--- config.mk ---
export PLATFORM = sky130hd
export DESIGN_NAME = spc_ctrl
export DESIGN_NICKNAME = d
export VERILOG_FILES = /design/src/spc_pkg.sv /design/src/spc_ctrl.sv
export SDC_FILE = /design/constraint.sdc
export NUM_CORES = 1
export LEC_CHECK = 0
export ABC_CLOCK_PERIOD_IN_PS = 1600
export BUFFER_PORTS_ARGS = -buffer_cell sky130_fd_sc_hd__buf_2
export CAP_MARGIN = 10
export CORE_AREA = 2 2 39 41
export DETAILED_ROUTE_END_ITERATION = 10
export DIE_AREA = 0 0 41 43
export GPL_TIMING_DRIVEN = 0
export PLACE_DENSITY = 0.58
export SLEW_MARGIN = 20
export SYNTH_ARGS = -nofsm -noshare
export SYNTH_HDL_FRONTEND = slang
export SYNTH_SLANG_ARGS = --single-unit
--- constraint.sdc ---
create_clock -name clk -period 1.6 [get_ports clk]
set_input_delay 0.24 -clock clk [delete_from_list [all_inputs] [get_ports clk]]
set_output_delay 0.24 -clock clk [all_outputs]
set_load 0.1 [all_outputs]
--- src/spc_pkg.sv ---
// Shared constants, types and controller codes for the sieve prime counter.
package spc_pkg;

  // Bitmap size and derived widths
  localparam int MAX_N     = 65536;
  localparam int ADDR_W    = $clog2(MAX_N);
  localparam int CNT_W     = ADDR_W + 1;
  localparam int P_W       = (ADDR_W + 1) / 2 + 1;
  localparam int SQ_W      = 2 * P_W;
  localparam int LIMIT_W   = 20;
  localparam int COUNT_W   = 13;
  localparam int COUNT_MAX = (1 << COUNT_W) - 1;
  localparam int IN_DATA_W  = 24;
  localparam int OUT_DATA_W = 16;

  // Controller states
  typedef enum logic [2:0] {
    ST_IDLE,
    ST_CLEAR,
    ST_TEST,
    ST_READ,
    ST_CHECK,
    ST_MARK,
    ST_COUNT,
    ST_FIN
  } state_t;

  // Commands from controller to datapath
  typedef struct packed {
    logic load;      // capture limit, reset address counter
    logic wr_zero;   // clear bitmap entry at address counter, step counter
    logic p_init;    // candidate p <= 2
    logic p_inc;     // next candidate
    logic rd_p;      // read bitmap entry p
    logic m_init;    // first multiple m <= p*p
    logic mark;      // mark entry m composite, m <= m + p
    logic cnt_init;  // address counter <= 2, count <= 0
    logic cnt_rd;    // read entry at address counter, step counter
    logic out_load;  // move count into output register
  } cmd_t;

  // Status from datapath to controller
  typedef struct packed {
    logic addr_le_n;
    logic psq_le_n;
    logic m_le_n;
    logic p_marked;
    logic out_free;
  } stat_t;

endpackage

--- src/spc_ctrl.sv ---
// Controller state machine: clear pass, sieve loop, count pass, result hand-off.
module spc_ctrl (
  input  logic          clk,
  input  logic          rst,
  input  logic          in_valid,
  output logic          in_ready,
  input  spc_pkg::stat_t stat,
  output spc_pkg::cmd_t  cmd
);
  import spc_pkg::*;

  state_t state;
  state_t state_next;

  // State register
  always_ff @(posedge clk) begin
    if (rst) begin
      state <= ST_IDLE;
    end else begin
      state <= state_next;
    end
  end

  // Next state
  always_comb begin
    state_next = state;
    unique case (state)
      ST_IDLE:  if (in_valid) state_next = ST_CLEAR;
      ST_CLEAR: if (!stat.addr_le_n) state_next = ST_TEST;
      ST_TEST:  state_next = stat.psq_le_n ? ST_READ : ST_COUNT;
      ST_READ:  state_next = ST_CHECK;
      ST_CHECK: state_next = stat.p_marked ? ST_TEST : ST_MARK;
      ST_MARK:  if (!stat.m_le_n) state_next = ST_TEST;
      ST_COUNT: if (!stat.addr_le_n) state_next = ST_FIN;
      ST_FIN:   if (stat.out_free) state_next = ST_IDLE;
      default:  state_next = ST_IDLE;
    endcase
  end

  // Outputs
  always_comb begin
    cmd      = '0;
    in_ready = 1'b0;
    unique case (state)
      ST_IDLE: begin
        // no transfer is taken while reset is held
        in_ready = !rst;
        cmd.load = in_valid && !rst;
      end
      ST_CLEAR: begin
        cmd.wr_zero = stat.addr_le_n;
        cmd.p_init  = !stat.addr_le_n;
      end
      ST_TEST: begin
        cmd.cnt_init = !stat.psq_le_n;
      end
      ST_READ: begin
        cmd.rd_p = 1'b1;
      end
      ST_CHECK: begin
        cmd.p_inc  = stat.p_marked;
        cmd.m_init = !stat.p_marked;
      end
      ST_MARK: begin
        cmd.mark  = stat.m_le_n;
        cmd.p_inc = !stat.m_le_n;
      end
      ST_COUNT: begin
        cmd.cnt_rd = stat.addr_le_n;
      end
      ST_FIN: begin
        cmd.out_load = stat.out_free;
      end
      default: begin
        cmd = '0;
      end
    endcase
  end

endmodule

==> impl_metrics.tcl, run 1 <==
set metrics [dict create \
    port_buffers 18 \
    drc 0 \
    dp_slack_ps 48.16 \
    critPathKind "reg -> out" \
    critPathMaxStageDelay_ps 320 \
    endpoint_kind "primary output" \
    total_power_w 0.001107 \
    reg_top3 "state: 3 flops" \
    path_max_fanout 10 \
    io_pins 19 \
    worst_slack_ps 43.67 \
    syn_nets 54 \
    top_register "state" \
    ys_ff_latch 3 \
    clkTransAtPathRegs_ps 40 \
    cts_sinks 3 \
    drtPass1Iterations 3 \
    place_congestion 0.7460 \
    numCtsBuffers 3 \
    hp-class "in -> reg" \
    slowest_stage "dfxtp_2" \
    cp_data_required_time_ps 1360 \
    layout_min_cycle_time_ps 1556 \
    fin_skew_ps 0.3933 \
    p_per_area_nw_per_um2 1574 \
    ys_warn_count 0 \
    gr-total-overflow 0 \
    drtIter0Drc 4 \
    dieArea_sq_um 1763 \
    netlist_area_sq_um 367.9 \
    rsz0062_at_grt "no" \
    max_freq_mhz 642.5 \
    wl_met2_microns 550 \
    viasPerCell 5.095 \
    yosysUniqueCellTypes 29 \
    pwr-share-comb 0.763 \
    clkPwrFrac 0.119 \
    ir_worst_vdd_mv 0.7778 \
    start_util 0.2658 \
    cp.buffers_inverters 2 \
    cts_tree "yes" \
    wl_per_cell_microns 12.33 \
    synth_cells 46 \
    critPathTopFamily "buffers and inverters" \
    totalWireLength_microns 1036 \
    row_count 14 \
    wl_met3_microns 32 \
    seq_area_frac_synth 0.1633 \
    setup.worst_path.start_class "register" \
    antenna_found_initial 0 \
    top_layer_used "met3" \
    setup_tns_ps 0 \
    insertion_delay_ps 230 \
    die_h_microns 43 \
    htreeDepth 1 \
    core_sq_um 1384 \
    ctsHoldBuffers 0 \
    fin_nets 77 \
    avgSynthCellArea_sq_um 7.997 \
    p_leak_nw 0.2655 \
    met1Wirelength_microns 453 \
    grt_max_degree 11 \
    cts_buffer_depth 2 \
    synthToLayoutAreaGrowth_pct 91.16 \
    num_vias 428 \
    internal_power_w 0.0005082 \
    seqPwrFrac 0.118 \
    crit_chain "buf_6 -> nand2_1 -> o21ai_0 -> nor2_4 -> buf_8" \
    period_share 0.9727 \
    ant_nets 0 \
    swShare 0.5410 \
    cp.arrival_ps 1320 \
    status "complete, no violations" \
    hpwl_microns 797 \
    fin_util 0.5081 \
    ff2ff_setup_slack_ps 170 \
    tightest_slew_ps 470.7 \
    hold_viol 0 \
    grt_use_total 0.1378 \
    switching_power_w 0.0005989 \
    grt_pass1_vias 406 \
    antenna_cells 0 \
    maxCapViolations 0 \
    finalSetupViolations 0 \
    grt_pass1_wl_microns 1676 \
    layout-drive-gt1-share 0.6471 \
    finalMaxSlewViolations 0 \
    largest_reg_flops 3 \
    cts-root-buf "clkbuf_4" \
    fp.dieW_microns 41 \
    maxSlewHeadroom 0.6781 \
]
==> power groups by stage <==
stage                     clock [W]  sequential (W)  combinational [W]
after global routing       0.000141        0.000134           0.000890
final                      0.000132        0.000130           0.000845
after global placement            0        0.000130           0.000783
after CTS                  0.000140        0.000129           0.000834
after detailed placement          0        0.000129           0.000786
after floorplan                   0        0.000123           0.000687
==> cell usage in the layout (no fill, tap or decap), types with 2 or more instances in the layout <==
master,count
buf_4,7
buf_2,7
buf_8,3
nor3_4,3
buf_6,3
nor2_1,3
clkbuf_4,3
nand2b_4,2
nand2b_1,2
nand2_1,2
o21ai_0,2
nor2_4,2
a21oi_1,2
nor2b_1,2
a2111oi_0,2
mux2_1,2
buf_12,2
dfxtp_2,2
==> synthesized netlist by cell type (all sizes together) <==
cell,instances,area (sq um)
a22oi,1,7.510
nor4,1,6.260
nor2b,2,12.51
nand2,2,7.510
buf,4,28.78
a311oi,1,8.760
nor2,6,25.03
inv,1,3.750
mux2,2,22.52
nor3,3,15.01
a2111oi,2,17.52
o21ai,3,18.77
a31oi,1,21.27
a21oi,2,10.01
and4b,1,13.76
nor4b,1,8.760
o22a,1,8.760
and2,1,6.260
nand2b,4,32.53
and4,1,8.760
and3,1,6.260
or2b,1,7.510
nor4bb,1,10.01
dfxtp,3,60.06
==> final timing paths <==
path | from | to | cells after the start
worst max-delay path | state[0] | cmd[6] | 5
worst min-delay path | rst | state[1] | 2
worst max register to register | state[0] | state[2] | 5
worst min register to register | state[1] | state[1] | 3
==> stage by stage <==
step	hold slack [ps]	std cells	instance area (sq um)
floorplan	305.0	46	486.7
global placement	513.0	80	596.8
detailed placement	519.7	80	596.8
CTS	273.5	84	671.9
global route	298.5	84	703.2
finish	278.7	84	703.2
==> repair_timing <==
item                       4_1_cts  5_1_grt
pin swaps                        0        2
setup endpoints to repair       11        5
setup buffers                    0        0
gates resized for setup         17        8
==> per-layer routing <==
| metal | vias to the layer above | global-route usage |
|---|---|---|
| met5 | - | 0 |
| met4 | 0 | 0.08000 |
| met3 | 0 | 0 |
| met2 | 9 | 0.2031 |
| met1 | 202 | 0.1942 |
| li1 | 217 | - |
==> area by class of cell <==
type                       count  area (sq um)
multi-input combinational     38         380.4
buffer                         4         48.80
clock buffer                   4         26.28
timing repair buffer          18         157.7
inverter                       1         3.754
tap                           16         20.02
fill                         145         680.7
sequential                     3         66.31
==> kinds of logic after synthesis <==
family	synth area share
and+or+nand+nor	0.4354
AOI/OAI and AO/OA	0.2517
buffers and inverters	0.08843
DFF	0.1633
muxes	0.06122
Note: power is estimated with default switching activity, not from simulation.
==> inputs of run 2 (changes only) <==
--- a/config.mk
+++ b/config.mk
@@ -5,14 +5,14 @@
 export SDC_FILE = /design/constraint.sdc
 export NUM_CORES = 1
 export LEC_CHECK = 0
-export ABC_CLOCK_PERIOD_IN_PS = 1600
-export BUFFER_PORTS_ARGS = -buffer_cell sky130_fd_sc_hd__buf_2
+export ABC_CLOCK_PERIOD_IN_PS = 1290
 export CAP_MARGIN = 10
 export CORE_AREA = 2 2 39 41
 export DETAILED_ROUTE_END_ITERATION = 10
 export DIE_AREA = 0 0 41 43
+export DONT_BUFFER_PORTS = 1
 export GPL_TIMING_DRIVEN = 0
-export PLACE_DENSITY = 0.58
+export PLACE_DENSITY = 0.47
 export SLEW_MARGIN = 20
 export SYNTH_ARGS = -nofsm -noshare
 export SYNTH_HDL_FRONTEND = slang
==> constraint.sdc (replaced) <==
create_clock -name clk -period 1.29 [get_ports clk]
set_input_delay 0.1935 -clock clk [delete_from_list [all_inputs] [get_ports clk]]
set_output_delay 0.1935 -clock clk [all_outputs]
set_load 0.1 [all_outputs]
==> run 2 against run 1 <==
Net effect: the flow now finishes with violations (setup timing); sequential cell count unchanged; sequential power up 25%; clock power up 23%; clock skew up 1.0 ps; non-clock buffer count down 7; clock-buffer cell count unchanged.
==> impl_metrics.tcl, run 2 (synthesized netlist as in run 1, its figures left out) <==
set metrics [dict create \
    drtPass1Iterations 4 \
    fin_util 0.4928 \
    insertion_delay_ps 230 \
    cts_sinks 3 \
    hp-class "in -> reg" \
    layout-drive-gt1-share 0.6557 \
    status "complete, but fails checks" \
    totalWireLength_microns 1052 \
    numCtsBuffers 3 \
    r2r_cells 6 \
    endpoint_kind "primary output" \
    clkPwrFrac 0.112 \
    pwr-share-comb 0.776 \
    period_share 1.381 \
    worst_slack_ps -492.1 \
    maxSlewHeadroom 0.3404 \
    largest_reg_flops 3 \
    maxCapViolations 0 \
    cp.buffers_inverters 1 \
    gr-total-overflow 0 \
    p_leak_nw 0.2480 \
    wl_per_cell_microns 13.66 \
    cts_buffer_depth 2 \
    path_max_fanout 5 \
    ctsHoldBuffers 0 \
    ir_worst_vdd_mv 1.108 \
    dieArea_sq_um 1763 \
    synthToLayoutAreaGrowth_pct 85.37 \
    grt_use_total 0.1408 \
    viasPerCell 5.143 \
    stdcell_count 77 \
    ff2ff_setup_slack_ps -90 \
    cp.arrival_ps 1590 \
    grt_max_degree 11 \
    antenna_found_initial 0 \
    grt_pass1_vias 385 \
    fp.dieW_microns 41 \
    max_freq_mhz 561.1 \
    finalSetupViolations 13 \
    reg_top3 "state: 3 flops" \
    dp_slack_ps -396.2 \
    critPathTopFamily "simple AND/OR/NAND/NOR gates" \
    io_pins 19 \
    crit_chain "buf_8 -> nand2b_4 -> nor3_4" \
    internal_power_w 0.0006948 \
    cts_tree "yes" \
    num-fill-cells 135 \
    fin_skew_ps 1.396 \
    dp.cells 65 \
    hpwl_microns 754.8 \
    cts-root-buf "clkbuf_4" \
    swShare 0.5218 \
    htreeDepth 1 \
    antenna_cells 0 \
    start_util 0.2658 \
    tightest_slew_ps 986.2 \
    setup.worst_path.start_class "register" \
    layout_min_cycle_time_ps 1782 \
    critPathMaxStageDelay_ps 750 \
    clkTransAtPathRegs_ps 40 \
    hold_viol 0 \
    slowest_stage "nor3_4" \
    drtIter0Drc 3 \
    fin_nets 70 \
    core_sq_um 1384 \
    p_per_area_nw_per_um2 2131 \
    port_buffers 0 \
    rsz0062_at_grt "yes" \
    num_vias 396 \
    path_depth 3 \
    ant_nets 0 \
    top_register "state" \
    drc 0 \
    switching_power_w 0.0007583 \
    cp_data_required_time_ps 1100 \
    final_common_cell "buf_4" \
    violations "setup timing" \
    place_congestion 0.7100 \
    hold_path_depth 1 \
    seqPwrFrac 0.112 \
    finalMaxSlewViolations 0 \
    critPathKind "reg -> out" \
    row_count 14 \
    die_h_microns 43 \
    grt_pass1_wl_microns 1704 \
]
-- run 2: per-stage QoR --
step           power, W  hold WS [ps]  area (sq um)  setup TNS, ps
2_1_floorplan  0.001009         258.5         489.2          -3371
3_3_place_gp   0.001086         261.6         509.2          -4248
3_5_place_dp   0.001175         266.8         554.3          -1547
4_1_cts        0.001475         17.18         681.9          -4375
5_1_grt        0.001538         15.76         681.9          -4734
6_report       0.001453         25.25         681.9          -4090
-- run 2: layout make-up --
| cell class | instances | area (sq um) | area share |
|---|---|---|---|
| clock buffer | 4 | 26.28 | 0.03853 |
| sequential | 3 | 68.82 | 0.1009 |
| multi-input combinational | 38 | 399.1 | 0.5853 |
| inverter | 1 | 3.754 | 0.005505 |
| timing repair buffer | 11 | 110.1 | 0.1615 |
| tap | 16 | 20.02 | 0.02936 |
| buffer | 4 | 53.80 | 0.07890 |
-- run 2: power groups by stage --
stage | logic, W | clock network, W | registers, W
3_3_place_gp | 0.000922 | 0 | 0.000164
2_1_floorplan | 0.000857 | 0 | 0.000153
6_report | 0.00113 | 0.000163 | 0.000163
3_5_place_dp | 0.00101 | 0 | 0.000161
4_1_cts | 0.00114 | 0.000173 | 0.000161
5_1_grt | 0.00119 | 0.000180 | 0.000166
-- run 2: final timing paths --
| path | start | endpoint |
|---|---|---|
| worst max-delay path | state[1] | cmd[4] |
| worst min-delay path | rst | state[1] |
| worst max register to register | state[1] | state[0] |
| worst min register to register | state[2] | state[2] |
-- run 2: per-layer routing --
| metal | share of wire | up-vias | track usage | wire [microns] |
|---|---|---|---|---|
| li1 | - | 201 | - | - |
| met1 | 0.41 | 185 | 0.1845 | 433 |
| met2 | 0.55 | 10 | 0.2188 | 575 |
| met3 | 0.041 | 0 | 0.05236 | 43 |
| met4 | 0 | 0 | 0.02000 | 0 |
| met5 | 0 | - | 0 | 0 |
-- run 2: repair_timing --
item                                    4_1_cts  5_1_grt
pin swaps                                     6        3
resized for setup                            12        0
endpoints found under the setup margin       13       13
gates cloned                                  0        0
buffers inserted                              8        0
-- run 2: worst register-to-register path, stage by stage (launching register included) --
cell	delay (ps)
dfxtp_4	350
buf_8	110
buf_4	180
nor2_4	110
a31oi_4	90
o21ai_2	80
mux2_1	330
==> inputs of run 3 (changes only) <==
==> constraint.sdc (replaced) <==
create_clock -name clk -period 1.29 [get_ports clk]
set_input_delay 0.129 -clock clk [delete_from_list [all_inputs] [get_ports clk]]
set_output_delay 0.129 -clock clk [all_outputs]
set_load 0.1 [all_outputs]
==> run 3 against run 2 <==
Net effect: the flow still finishes with violations (setup timing); maximum frequency grew 2.1%; utilization increased by 3.2 points; die area stayed put; wire length increased by 15%; first-iteration DRC count up 100%; cell count increased by 2.6%; sequential power up 3%; combinational power increased by 9%; clock-buffer cell count unchanged; largest power group unchanged.
==> impl_metrics.tcl, run 3 (synthesized netlist as in run 1, its figures left out) <==
set metrics [dict create \
    cp.arrival_ps 1620 \
    layout-drive-gt1-share 0.6825 \
    fp.dieW_microns 41 \
    dieArea_sq_um 1763 \
    grt_pass1_wl_microns 1904 \
    p_per_area_nw_per_um2 2166 \
    path_max_fanout 5 \
    top_register "state" \
    drtPass1Iterations 4 \
    port_buffers 0 \
    rsz0062_at_grt "yes" \
    status "complete, but fails checks" \
    grt_use_total 0.1665 \
    slowest_stage "nor3_4" \
    violations "setup timing" \
    wl_met3_microns 68 \
    period_share 1.353 \
    row_count 14 \
    fin_skew_ps 8.111 \
    hp-class "in -> reg" \
    place_area_sq_um 553.0 \
    clkTransAtPathRegs_ps 40 \
    cts-root-buf "clkbuf_4" \
    die_h_microns 43 \
    grt_max_degree 11 \
    insertion_delay_ps 250 \
    setup_tns_ps -3667 \
    viasPerCell 5.405 \
    totalWireLength_microns 1208 \
    numCtsBuffers 3 \
    antenna_found_initial 0 \
    place_congestion 0.7108 \
    grt_pass1_vias 408 \
    p_leak_nw 0.2604 \
    antenna_cells 0 \
    critPathTopFamily "simple AND/OR/NAND/NOR gates" \
    wl_met2_microns 611 \
    io_pins 19 \
    synthToLayoutAreaGrowth_pct 97.28 \
    hpwl_microns 767.8 \
    num_vias 427 \
    drc 0 \
    layout_common_cells "buf_4, buf_8" \
    met1Wirelength_microns 495 \
    critPathKind "reg -> out" \
    final_area_sq_um 725.7 \
    htreeDepth 1 \
    endpoint_kind "primary output" \
    finalSetupViolations 13 \
    reg_top3 "state: 3 flops" \
    finalMaxSlewViolations 0 \
    wl_per_cell_microns 15.29 \
    ir_worst_vdd_mv 1.104 \
    core_sq_um 1384 \
    start_util 0.2658 \
    cts_buffer_depth 2 \
    cp.buffers_inverters 1 \
    largest_reg_flops 3 \
    cts_tree "yes" \
    critPathMaxStageDelay_ps 760 \
    maxCapViolations 0 \
    fin_nets 72 \
    crit_chain "buf_8 -> nand2b_4 -> nor3_4" \
    worst_slack_ps -455.8 \
    hold_viol 0 \
    max_freq_mhz 572.8 \
    tightest_slew_ps 996.5 \
    top_layer_used "met4" \
    cp_data_required_time_ps 1160 \
    cts_sinks 3 \
    drtIter0Drc 6 \
    setup.worst_path.start_class "register" \
    layout_min_cycle_time_ps 1746 \
    final_common_cell "buf_4" \
    gr-total-overflow 0 \
    maxSlewHeadroom 0.3335 \
    ant_nets 0 \
]
-- run 3: metrics by stage --
| step | utilization | std cells | hold slack (ps) | setup WS, ps | total power (W) |
|---|---|---|---|---|---|
| after global placement | 0.3671 | 62 | 197.1 | -968.0 | 0.001085 |
| after CTS | 0.5136 | 79 | 98.27 | -456.7 | 0.001528 |
| after detailed placement | 0.3996 | 65 | 206.3 | -343.0 | 0.001176 |
| after global routing | 0.5244 | 79 | 127.5 | -484.1 | 0.001654 |
| after floorplan | - | 46 | 194.0 | -903.5 | 0.001008 |
| final | 0.5244 | 79 | 98.28 | -455.8 | 0.001572 |
-- run 3: final cells by class --
type,instances,area (sq um)
inverters,1,3.754
fillers,124,658.1
multi-input cells,38,410.4
repair buffers,13,135.1
clock buffers,4,26.28
well taps,16,20.02
flip-flops and latches,3,68.82
plain buffers,4,61.31
-- run 3: path summary, 6_finish.rpt --
check,startpoint,end,slack (ps),cells after the start
worst max-delay path,state[1],cmd[4],-460,3
worst min-delay path,rst,state[2],100,2
worst max register to register,state[1],state[0],-120,6
worst min register to register,state[2],state[2],690,3
-- run 3: routing by layer --
layer	GRT usage	vias to the layer above
met5	0	-
met4	0.1000	0
met3	0.06806	4
met2	0.2375	13
met1	0.1987	205
li1	-	205
-- run 3: what timing repair did --
item / 4_1_cts / 5_1_grt
endpoints found under the setup margin: 13 / 14
setup buffers: 9 / 1
resized for setup: 16 / 3
hold endpoints to repair: 1 / 0
pin swaps: 9 / 4
hold buffers: 1 / 0
-- run 3: where the power goes --
group | total [W] | switching [W] | internal (W) | leakage (nW)
sequential | 0.000168 | 0.0000390 | 0.000129 | 0.0264
clock | 0.000175 | 0.0000586 | 0.000116 | 0.0150
combinational | 0.00123 | 0.000715 | 0.000514 | 0.219
total | 0.00157 | 0.000813 | 0.000759 | 0.260
